===== config.mk =====
export PLATFORM = sky130hd
export DESIGN_NAME = crc8_packet_framer_double_buffer_flat
export DESIGN_NICKNAME = d
export VERILOG_FILES = /design/src/sv/crcf_pkg.sv /design/src/sv/crcf_if.sv /design/src/sv/crcf_front.sv /design/src/sv/crcf_queue.sv /design/src/sv/crcf_back.sv /design/src/sv/crc8_packet_framer_double_buffer.sv /design/src/flat_wrapper.sv
export SDC_FILE = /design/constraint.sdc
export NUM_CORES = 1
export LEC_CHECK = 0
export BUFFER_PORTS_ARGS = -buffer_cell sky130_fd_sc_hd__buf_4
export CAP_MARGIN = 20
export CORE_MARGIN = 4
export CORE_UTILIZATION = 33
export DETAILED_ROUTE_END_ITERATION = 16
export HOLD_SLACK_MARGIN = 0.02
export MAX_ROUTING_LAYER = met4
export PLACE_DENSITY = 0.6
export SLEW_MARGIN = 5
export SYNTH_ARGS = -nofsm -noshare
export SYNTH_HDL_FRONTEND = slang
export SYNTH_SLANG_ARGS = --single-unit

===== constraint.sdc =====
create_clock -name clk -period 8.9 [get_ports clk]
set_input_delay 1.78 -clock clk [delete_from_list [all_inputs] [get_ports clk]]
set_output_delay 1.78 -clock clk [all_outputs]
set_load 0.01 [all_outputs]

===== src/sv/crcf_pkg.sv =====
// Shared types, constants and the CRC-8 byte update for the packet framer.
package crcf_pkg;

    localparam int FRAME_BYTES = 128;
    localparam logic [7:0] LAST_POS = 8'(FRAME_BYTES - 1);

    localparam int QDEPTH = 4;
    localparam int QPTR_W = $clog2(QDEPTH);

    localparam logic [1:0] KIND_START = 2'd0;
    localparam logic [1:0] KIND_DATA  = 2'd1;
    localparam logic [1:0] KIND_FLUSH = 2'd2;

    // Byte order within a start run
    localparam logic [2:0] STEP_PRE_HI = 3'd0;
    localparam logic [2:0] STEP_PRE_LO = 3'd1;
    localparam logic [2:0] STEP_SIZE   = 3'd2;
    localparam logic [2:0] STEP_HDR    = 3'd3;
    localparam logic [2:0] STEP_LEN    = 3'd4;
    localparam logic [2:0] STEP_CRC    = 3'd5;

    typedef enum logic [1:0] {
        OP_START,
        OP_DATA,
        OP_FLUSH
    } cmd_op_t;

    typedef struct packed {
        cmd_op_t    op;
        logic [7:0] byte_a;   // size on start, payload byte on data
        logic [7:0] hdr;
        logic [7:0] len;
        logic [7:0] crc;
        logic [2:0] last_idx;
    } cmd_t;

    localparam logic [7:0] CRC_TERMS [8] = '{
        8'h5e, 8'hbc, 8'h61, 8'hc2, 8'h9d, 8'h23, 8'h46, 8'h8c
    };

    function automatic logic [7:0] crc_update(input logic [7:0] crc, input logic [7:0] data);
        logic [7:0] x;
        logic [7:0] r;
        x = crc ^ data;
        r = 8'h00;
        for (int b = 0; b < 8; b++)
        begin
            if (x[b])
            begin
                r = r ^ CRC_TERMS[b];
            end
        end
        return r;
    endfunction

endpackage


===== src/sv/crcf_if.sv =====
// Stream interfaces for the framer input items and the buffer write beats.
interface crcf_rx_if;
    logic       valid;
    logic       ready;
    logic [1:0] kind;
    logic [7:0] header_byte;
    logic [7:0] payload_length;
    logic [7:0] data_byte;

    modport source (output valid, kind, header_byte, payload_length, data_byte, input ready);
    modport sink (input valid, kind, header_byte, payload_length, data_byte, output ready);
endinterface

interface crcf_tx_if;
    logic       valid;
    logic       ready;
    logic       buffer_select;
    logic [6:0] write_address;
    logic [7:0] write_data;
    logic       frame_ready;
    logic       last_of_run;

    modport source (output valid, buffer_select, write_address, write_data, frame_ready,
                    last_of_run, input ready);
    modport sink (input valid, buffer_select, write_address, write_data, frame_ready,
                  last_of_run, output ready);
endinterface


===== src/sv/crcf_front.sv =====
// Front end: accepts input items, tracks packet state and the CRC, queues commands.
module crcf_front (
    input  logic          clk,
    input  logic          rst_n,
    crcf_rx_if.sink       rx,
    input  logic          q_full,
    output logic          push,
    output crcf_pkg::cmd_t push_cmd
);
    import crcf_pkg::*;

    logic       in_packet_reg, in_packet_next;
    logic [7:0] bytes_left_reg, bytes_left_next;
    logic [7:0] crc_reg, crc_next;
    logic       accept;
    logic [7:0] size;
    logic [7:0] crc_hdr;
    logic [7:0] crc_dat;

    assign rx.ready = !q_full;
    assign accept   = rx.valid && !q_full;
    assign size     = rx.payload_length + 8'd2;
    assign crc_hdr  = crc_update(crc_update(crc_update(8'h00, size), rx.header_byte),
                                 rx.payload_length);
    assign crc_dat  = crc_update(crc_reg, rx.data_byte);

    always_comb
    begin
        push            = 1'b0;
        push_cmd.op     = OP_FLUSH;
        push_cmd.byte_a = size;
        push_cmd.hdr    = rx.header_byte;
        push_cmd.len    = rx.payload_length;
        push_cmd.crc    = crc_hdr;
        push_cmd.last_idx = STEP_LEN;
        in_packet_next  = in_packet_reg;
        bytes_left_next = bytes_left_reg;
        crc_next        = crc_reg;
        if (accept)
        begin
            unique case (rx.kind)
                KIND_START:
                begin
                    // an open packet is dropped without its CRC
                    push            = 1'b1;
                    push_cmd.op     = OP_START;
                    push_cmd.last_idx = (rx.payload_length == 8'd0) ? STEP_CRC : STEP_LEN;
                    in_packet_next  = (rx.payload_length != 8'd0);
                    bytes_left_next = rx.payload_length;
                    crc_next        = crc_hdr;
                end
                KIND_DATA:
                begin
                    if (in_packet_reg)
                    begin
                        push            = 1'b1;
                        push_cmd.op     = OP_DATA;
                        push_cmd.byte_a = rx.data_byte;
                        push_cmd.crc    = crc_dat;
                        push_cmd.last_idx = (bytes_left_reg == 8'd1) ? 3'd1 : 3'd0;
                        bytes_left_next = bytes_left_reg - 8'd1;
                        crc_next        = crc_dat;
                        if (bytes_left_reg == 8'd1)
                        begin
                            in_packet_next = 1'b0;
                        end
                    end
                end
                KIND_FLUSH:
                begin
                    push        = 1'b1;
                    push_cmd.op = OP_FLUSH;
                end
                default:
                begin
                    // unused kind: drop
                end
            endcase
        end
    end

    always_ff @(posedge clk or negedge rst_n)
    begin
        if (!rst_n)
        begin
            in_packet_reg  <= 1'b0;
            bytes_left_reg <= 8'd0;
            crc_reg        <= 8'd0;
        end
        else
        begin
            in_packet_reg  <= in_packet_next;
            bytes_left_reg <= bytes_left_next;
            crc_reg        <= crc_next;
        end
    end

endmodule


===== src/sv/crcf_queue.sv =====
// Short command queue between the front end and the write sequencer.
module crcf_queue (
    input  logic           clk,
    input  logic           rst_n,
    input  logic           push,
    input  crcf_pkg::cmd_t push_cmd,
    input  logic           pop,
    output logic           full,
    output logic           head_valid,
    output crcf_pkg::cmd_t head_cmd
);
    import crcf_pkg::*;

    cmd_t              entry_reg [QDEPTH];
    logic [QPTR_W-1:0] wr_ptr_reg, wr_ptr_next;
    logic [QPTR_W-1:0] rd_ptr_reg, rd_ptr_next;
    logic [QPTR_W:0]   count_reg, count_next;
    logic              do_pop;

    assign full       = (count_reg == (QPTR_W + 1)'(QDEPTH));
    assign head_valid = (count_reg != '0);
    assign head_cmd   = entry_reg[rd_ptr_reg];
    assign do_pop     = pop && head_valid;

    always_comb
    begin
        wr_ptr_next = push ? wr_ptr_reg + QPTR_W'(1) : wr_ptr_reg;
        rd_ptr_next = do_pop ? rd_ptr_reg + QPTR_W'(1) : rd_ptr_reg;
        count_next  = count_reg;
        if (push && !do_pop)
        begin
            count_next = count_reg + (QPTR_W + 1)'(1);
        end
        else if (!push && do_pop)
        begin
            count_next = count_reg - (QPTR_W + 1)'(1);
        end
    end

    always_ff @(posedge clk or negedge rst_n)
    begin
        if (!rst_n)
        begin
            wr_ptr_reg <= '0;
            rd_ptr_reg <= '0;
            count_reg  <= '0;
        end
        else
        begin
            wr_ptr_reg <= wr_ptr_next;
            rd_ptr_reg <= rd_ptr_next;
            count_reg  <= count_next;
        end
    end

    always_ff @(posedge clk)
    begin
        if (push)
        begin
            entry_reg[wr_ptr_reg] <= push_cmd;
        end
    end

    a_no_overflow: assert property (@(posedge clk) disable iff (!rst_n)
        !(push && full))
        else $error("queue push while full");

    a_count_bound: assert property (@(posedge clk) disable iff (!rst_n)
        count_reg <= (QPTR_W + 1)'(QDEPTH))
        else $error("queue count out of range");

endmodule


===== src/sv/crcf_back.sv =====
// Back end: runs queued commands as buffer write beats, handles release and buffer swap.
module crcf_back (
    input  logic           clk,
    input  logic           rst_n,
    input  logic           preamble_we,
    input  logic [15:0]    preamble_wdata,
    input  logic           head_valid,
    input  crcf_pkg::cmd_t head_cmd,
    output logic           pop,
    crcf_tx_if.source      tx
);
    import crcf_pkg::*;

    logic [15:0] preamble_reg;
    logic        active_reg, active_next;
    logic [7:0]  wp_reg, wp_next;
    logic [2:0]  step_reg, step_next;
    logic        out_valid_reg, out_valid_next;
    logic        sel_reg;
    logic [6:0]  addr_reg;
    logic [7:0]  data_reg;
    logic        rdy_reg;
    logic        last_reg;
    logic        go;
    logic        emit;
    logic        emit_release;
    logic        emit_last;
    logic [7:0]  cur_byte;
    logic [7:0]  wp_inc;

    assign go     = head_valid && (!out_valid_reg || tx.ready);
    assign wp_inc = wp_reg + 8'd1;

    always_comb
    begin
        cur_byte = head_cmd.crc;
        if (head_cmd.op == OP_DATA)
        begin
            cur_byte = (step_reg == 3'd0) ? head_cmd.byte_a : head_cmd.crc;
        end
        else
        begin
            unique case (step_reg)
                STEP_PRE_HI: cur_byte = preamble_reg[15:8];
                STEP_PRE_LO: cur_byte = preamble_reg[7:0];
                STEP_SIZE:   cur_byte = head_cmd.byte_a;
                STEP_HDR:    cur_byte = head_cmd.hdr;
                STEP_LEN:    cur_byte = head_cmd.len;
                default:     cur_byte = head_cmd.crc;
            endcase
        end
    end

    always_comb
    begin
        pop          = 1'b0;
        emit         = 1'b0;
        emit_release = 1'b0;
        emit_last    = 1'b0;
        active_next  = active_reg;
        wp_next      = wp_reg;
        step_next    = step_reg;
        if (go)
        begin
            if (head_cmd.op == OP_FLUSH)
            begin
                pop = 1'b1;
                if (wp_reg != 8'd0)
                begin
                    emit         = 1'b1;
                    emit_release = 1'b1;
                    emit_last    = 1'b1;
                    active_next  = !active_reg;
                    wp_next      = 8'd0;
                end
            end
            else if (wp_reg == LAST_POS)
            begin
                // buffer full: release before the pending byte, hold the step
                emit         = 1'b1;
                emit_release = 1'b1;
                active_next  = !active_reg;
                wp_next      = 8'd0;
            end
            else
            begin
                emit      = 1'b1;
                emit_last = (step_reg == head_cmd.last_idx);
                wp_next   = wp_inc;
                pop       = emit_last;
                step_next = emit_last ? 3'd0 : step_reg + 3'd1;
            end
        end
        out_valid_next = emit || (out_valid_reg && !tx.ready);
    end

    always_ff @(posedge clk or negedge rst_n)
    begin
        if (!rst_n)
        begin
            preamble_reg  <= 16'd0;
            active_reg    <= 1'b0;
            wp_reg        <= 8'd0;
            step_reg      <= 3'd0;
            out_valid_reg <= 1'b0;
        end
        else
        begin
            if (preamble_we)
            begin
                preamble_reg <= preamble_wdata;
            end
            active_reg    <= active_next;
            wp_reg        <= wp_next;
            step_reg      <= step_next;
            out_valid_reg <= out_valid_next;
        end
    end

    always_ff @(posedge clk)
    begin
        if (emit)
        begin
            sel_reg  <= active_reg;
            addr_reg <= emit_release ? 7'd0 : wp_inc[6:0];
            data_reg <= emit_release ? wp_reg : cur_byte;
            rdy_reg  <= emit_release;
            last_reg <= emit_last;
        end
    end

    assign tx.valid         = out_valid_reg;
    assign tx.buffer_select = sel_reg;
    assign tx.write_address = addr_reg;
    assign tx.write_data    = data_reg;
    assign tx.frame_ready   = rdy_reg;
    assign tx.last_of_run   = last_reg;

    a_release_at_zero: assert property (@(posedge clk) disable iff (!rst_n)
        out_valid_reg && rdy_reg |-> addr_reg == 7'd0)
        else $error("release beat not at address zero");

    a_pos_bound: assert property (@(posedge clk) disable iff (!rst_n)
        wp_reg <= LAST_POS)
        else $error("write position past end of buffer");

endmodule


===== src/sv/crc8_packet_framer_double_buffer.sv =====
// Top level of the CRC-8 packet framer writing into two ping-pong buffers.
//
// Channels: rx carries input items (packet start, payload byte, idle flush);
// tx carries one buffer write per beat (buffer, address, data, frame_ready,
// last_of_run). preamble_we/preamble_wdata load the 16-bit preamble; write it
// only while the block is idle.
// Flow: with the queue empty, the first write beat of an item passes through the
// command queue and the output register before it is presented on tx. The write
// sequencer issues one beat per cycle while tx.ready stays high; a packet start
// gives 5 to 7 beats, a payload byte 1 to 3 and a flush its release beat or none;
// ignored items give none. Each item is accepted into a four-entry command queue,
// so items are accepted at one per cycle while the queue is not full, and rx
// stalls only while the queue is full.
// Reset: clears packet state, CRC, write position, selects buffer A, empties
// the queue and the output register; the preamble returns to zero.
// Stall: when tx.ready is low the current beat holds; the sequencer stops and
// the queue fills, then rx.ready drops. No beat is lost or repeated.
module crc8_packet_framer_double_buffer (
    input  logic        clk,
    input  logic        rst_n,
    input  logic        preamble_we,
    input  logic [15:0] preamble_wdata,
    crcf_rx_if.sink     rx,
    crcf_tx_if.source   tx
);
    import crcf_pkg::*;

    logic q_full;
    logic push;
    cmd_t push_cmd;
    logic pop;
    logic head_valid;
    cmd_t head_cmd;

    crcf_front u_front (
        .clk      (clk),
        .rst_n    (rst_n),
        .rx       (rx),
        .q_full   (q_full),
        .push     (push),
        .push_cmd (push_cmd)
    );

    crcf_queue u_queue (
        .clk        (clk),
        .rst_n      (rst_n),
        .push       (push),
        .push_cmd   (push_cmd),
        .pop        (pop),
        .full       (q_full),
        .head_valid (head_valid),
        .head_cmd   (head_cmd)
    );

    crcf_back u_back (
        .clk            (clk),
        .rst_n          (rst_n),
        .preamble_we    (preamble_we),
        .preamble_wdata (preamble_wdata),
        .head_valid     (head_valid),
        .head_cmd       (head_cmd),
        .pop            (pop),
        .tx             (tx)
    );

endmodule


===== src/flat_wrapper.sv =====
// flat-port wrapper written by rule: the top's interface ports become plain ports
module crc8_packet_framer_double_buffer_flat import crcf_pkg::*;
  (clk, rst_n, preamble_we, preamble_wdata, rx_valid, rx_kind, rx_header_byte, rx_payload_length, rx_data_byte, rx_ready, tx_valid, tx_buffer_select, tx_write_address, tx_write_data, tx_frame_ready, tx_last_of_run, tx_ready);
  crcf_rx_if rx_i ();
  crcf_tx_if tx_i ();
  input  logic clk;
  input  logic rst_n;
  input  logic preamble_we;
  input  logic [15:0] preamble_wdata;
  input wire logic [$bits(rx_i.valid)-1:0] rx_valid;
  input wire logic [$bits(rx_i.kind)-1:0] rx_kind;
  input wire logic [$bits(rx_i.header_byte)-1:0] rx_header_byte;
  input wire logic [$bits(rx_i.payload_length)-1:0] rx_payload_length;
  input wire logic [$bits(rx_i.data_byte)-1:0] rx_data_byte;
  output wire logic [$bits(rx_i.ready)-1:0] rx_ready;
  output wire logic [$bits(tx_i.valid)-1:0] tx_valid;
  output wire logic [$bits(tx_i.buffer_select)-1:0] tx_buffer_select;
  output wire logic [$bits(tx_i.write_address)-1:0] tx_write_address;
  output wire logic [$bits(tx_i.write_data)-1:0] tx_write_data;
  output wire logic [$bits(tx_i.frame_ready)-1:0] tx_frame_ready;
  output wire logic [$bits(tx_i.last_of_run)-1:0] tx_last_of_run;
  input wire logic [$bits(tx_i.ready)-1:0] tx_ready;
  assign rx_i.valid = rx_valid;
  assign rx_i.kind = rx_kind;
  assign rx_i.header_byte = rx_header_byte;
  assign rx_i.payload_length = rx_payload_length;
  assign rx_i.data_byte = rx_data_byte;
  assign rx_ready = rx_i.ready;
  assign tx_valid = tx_i.valid;
  assign tx_buffer_select = tx_i.buffer_select;
  assign tx_write_address = tx_i.write_address;
  assign tx_write_data = tx_i.write_data;
  assign tx_frame_ready = tx_i.frame_ready;
  assign tx_last_of_run = tx_i.last_of_run;
  assign tx_i.ready = tx_ready;
  crc8_packet_framer_double_buffer u_core (.clk(clk), .rst_n(rst_n), .preamble_we(preamble_we), .preamble_wdata(preamble_wdata), .rx(rx_i), .tx(tx_i));
endmodule

==> impl_metrics.toml <==
[run_status]
outcome = "finished, final reports clean"

[layout]
antenna_cells = 0
drive_gt1_share_pct = 23.7
stdcell_count = 1178
stdcell_area_um2 = 11900
syn_to_final_growth_pct = 16.0
fin_util_pct = 38.8
largest_reg_flops = 144
nets = 829

[clock_tree]
cts.sinks = 215
path_clk_slew_ns = 0.06
cts_tree = "built"
root_buffer = "clkbuf_16"
clkLatencyLatePin_ns = 0.51
cts_max_path_buffers = 3
postCtsResizedCells = 0
cts_hold_buf = 0
htree_num_levels = 1
cts_buffers = 25
post_cts_buffers = 0

[worst_setup_path]
cp_data_arrival_time_ns = 4.31
critPathMaxStageDelay_ns = 0.49
cp.required_ns = 9.19
reg2reg_from = "u_core.u_queue.rd_ptr_reg[0]"
rr_worst_depth = 11
cpMaxStageDelayCell = "xnor3_1"
crit_type = "in2reg"
r2r_end = "u_core.u_queue.count_reg[1]"
r2r_slack_ns = 5.26
end_kind = "flop"
crit_top_cell = "xnor2_1"
cp_max_fo = 13
critical_path.startpoint = "rx_payload_length[1]"
path_cells = "buf_4, ha_1, xnor2_1, xnor2_1, xor2_1, xnor2_1, xnor2_2, xnor3_1, o21ai_1"
crit_path_start_kind = "input port"
endpoint = "u_core.u_queue.entry_reg[3][6]"

[sta]
tightestPinTransition_ns = 0.850
max_freq_mhz = 249
setup_viol = 0
slew_viol_final = 0
period_share_pct = 45.2
period_needed_ns = 4.02
fin_skew_ns = 0.0139
hold_viol = 0
rsz0062_at_grt = "no"
max-slew-margin-rel_pct = 43.3
tns_ns = 0

[logic_synthesis]
ys_seq_area_share_pct = 60.5
yosysTopAreaCell = "edfxtp_1"
yosys.area_share.adder_pct = 2.28
synth_top_family_by_area = "multiplexers"
synthMostInstantiatedCell = "edfxtp_1"
synth_area_leaders = "edfxtp_1 (48%), dfrtp_1 (13%), mux4_2 (7.9%)"
synth_xor_area_share_pct = 10.4
synthMuxAreaShare_pct = 10.8
ys_warn_count = 0
synth_compound_area_share_pct = 7.93
synth_top_area_share_pct = 47.6
synth_edf_count = 162
avgSynthCellArea_um2 = 14.7
syn_area_um2 = 10200
netlist_top_cells_count = "edfxtp_1 (162), xnor2_1 (57), nand2_1 (54)"
synth_simple_gate_area_share_pct = 5.93
synth_fp_nets = 762
synthCells = 697
ys_ff_latch = 215
synthFlopType = "edfxtp_1"
async_flop_share_pct = 24.7
synthDistinctLibCells = 55

[route]
drt_iter0_drc = 483
routed_wl_um = 23800
drc = 0
dr.pass1.iters = 5
ant_nets = 0
routed_via_density = 5.10
detail_route.wl_per_cell_um = 20.2
vias = 6012

[power_and_ir_drop]
vdd_drop_max_mv = 0.158
p_leak_nw = 4.26
power_density_nw_per_um2 = 345

[global_route]
grt_pass1_vias = 6196
antenna_found_initial = 0
grt_pass1_wl_um = 37400
gr-total-overflow = 0
grt_max_degree = 54
grtUsageTotal_pct = 14.6

[min_path]
hold_path.class = "reg2reg"

[job]
cap_violations = 0

[floorplanning]
start_util_pct = 33.4
die_height_um = 184
core-area_um2 = 30600
io_pins = 67
fp-row-count = 64
design.die.area_um2 = 33900
die_w_um = 184

[placement]
place_congestion = 0.801
dp_hpwl_um = 15900
dpl_cell_area_um2 = 11100
port_buffers = 66
dpl.cell_count = 1133
## cells in the final DEF, fill, tap and decap left out, types with 5 or more instances in the layout
cell	count
a21oi_1	19
a222oi_1	8
a32oi_1	8
and2_1	5
buf_4	75
clkbuf_1	7
clkbuf_16	25
clkinv_1	5
dfrtp_1	52
edfxtp_1	162
ha_1	17
inv_1	18
mux2_2	25
mux4_2	36
nand2_1	54
nand2b_1	6
nand3_1	7
nor2_1	36
nor3_1	8
o2111ai_1	7
o211ai_1	7
o21ai_0	40
o221ai_1	6
or3_1	5
xnor2_1	57
xnor3_1	10
xor2_1	22
## critical path: cells and delay by family
family	cells	cell delay, ns
AO/OA/AOI/OAI	1	0.29
adder cells (fa/ha/maj)	1	0.36
buffers and inverters	1	0.18
XOR/XNOR	6	1.70
## how the worst min path moves through the flow
| stage | start | to | slack, ns | cells after the start |
|---|---|---|---|---|
| after floorplan | u_core.u_back.active_reg | u_core.u_back.active_reg | 0.44 | 1 |
| after global placement | u_core.u_back.active_reg | u_core.u_back.active_reg | 0.45 | 1 |
| after detailed placement | u_core.u_front.bytes_left_reg[7] | u_core.u_front.bytes_left_reg[7] | 0.47 | 2 |
| after CTS | u_core.u_back.active_reg | u_core.u_back.active_reg | 0.48 | 1 |
| after global routing | u_core.u_back.active_reg | u_core.u_back.active_reg | 0.49 | 1 |
| final | u_core.u_back.active_reg | u_core.u_back.active_reg | 0.47 | 1 |
## layer usage
layer / global-route usage, % / vias to the layer above / part of all wire (%)
met5: - / - / 0
met4: 3.19 / 0 / 1.8
met3: 2.14 / 35 / 5.0
met2: 22.1 / 146 / 46
met1: 20.9 / 3057 / 47
li1: - / 2774 / -
## where the power goes
group | leakage, nW | switching [mW] | internal [mW]
combinational | 1.78 | 0.906 | 0.711
clock | 0.352 | 0.391 | 0.526
sequential | 2.13 | 0.133 | 1.43
## cells by family (layout without fill, tap and decap cells)
| group | after synthesis | after routing |
|---|---|---|
| and+or+nand+nor | 134 | 134 |
| xor gates and xnor gates | 96 | 96 |
| DFF | 215 | 215 |
| buffers and inverters | 53 | 138 |
| AOI/OAI and AO/OA | 119 | 119 |
| muxes | 62 | 62 |
| adders and majority gates | 18 | 18 |
## per-stage QoR
step                      hold slack [ns]  power [mW]  setup WS, ns
after global placement              0.455        3.19          4.53
final                               0.472        4.09          4.88
after detailed placement            0.472        3.21          4.43
after floorplan                     0.437        2.72          4.94
after global routing                0.489        4.37          4.76
after CTS                           0.485        4.15          4.93
## cell type report
class,instances,area [um^2]
timing repair buffer,75,563
fill,2875,18700
tap,396,495
clock inverter,12,66.3
multi-input combinational,429,3810
clock buffer,33,666
sequential,215,6190
inverter,18,67.6
(Power assumes the default switching activity.)
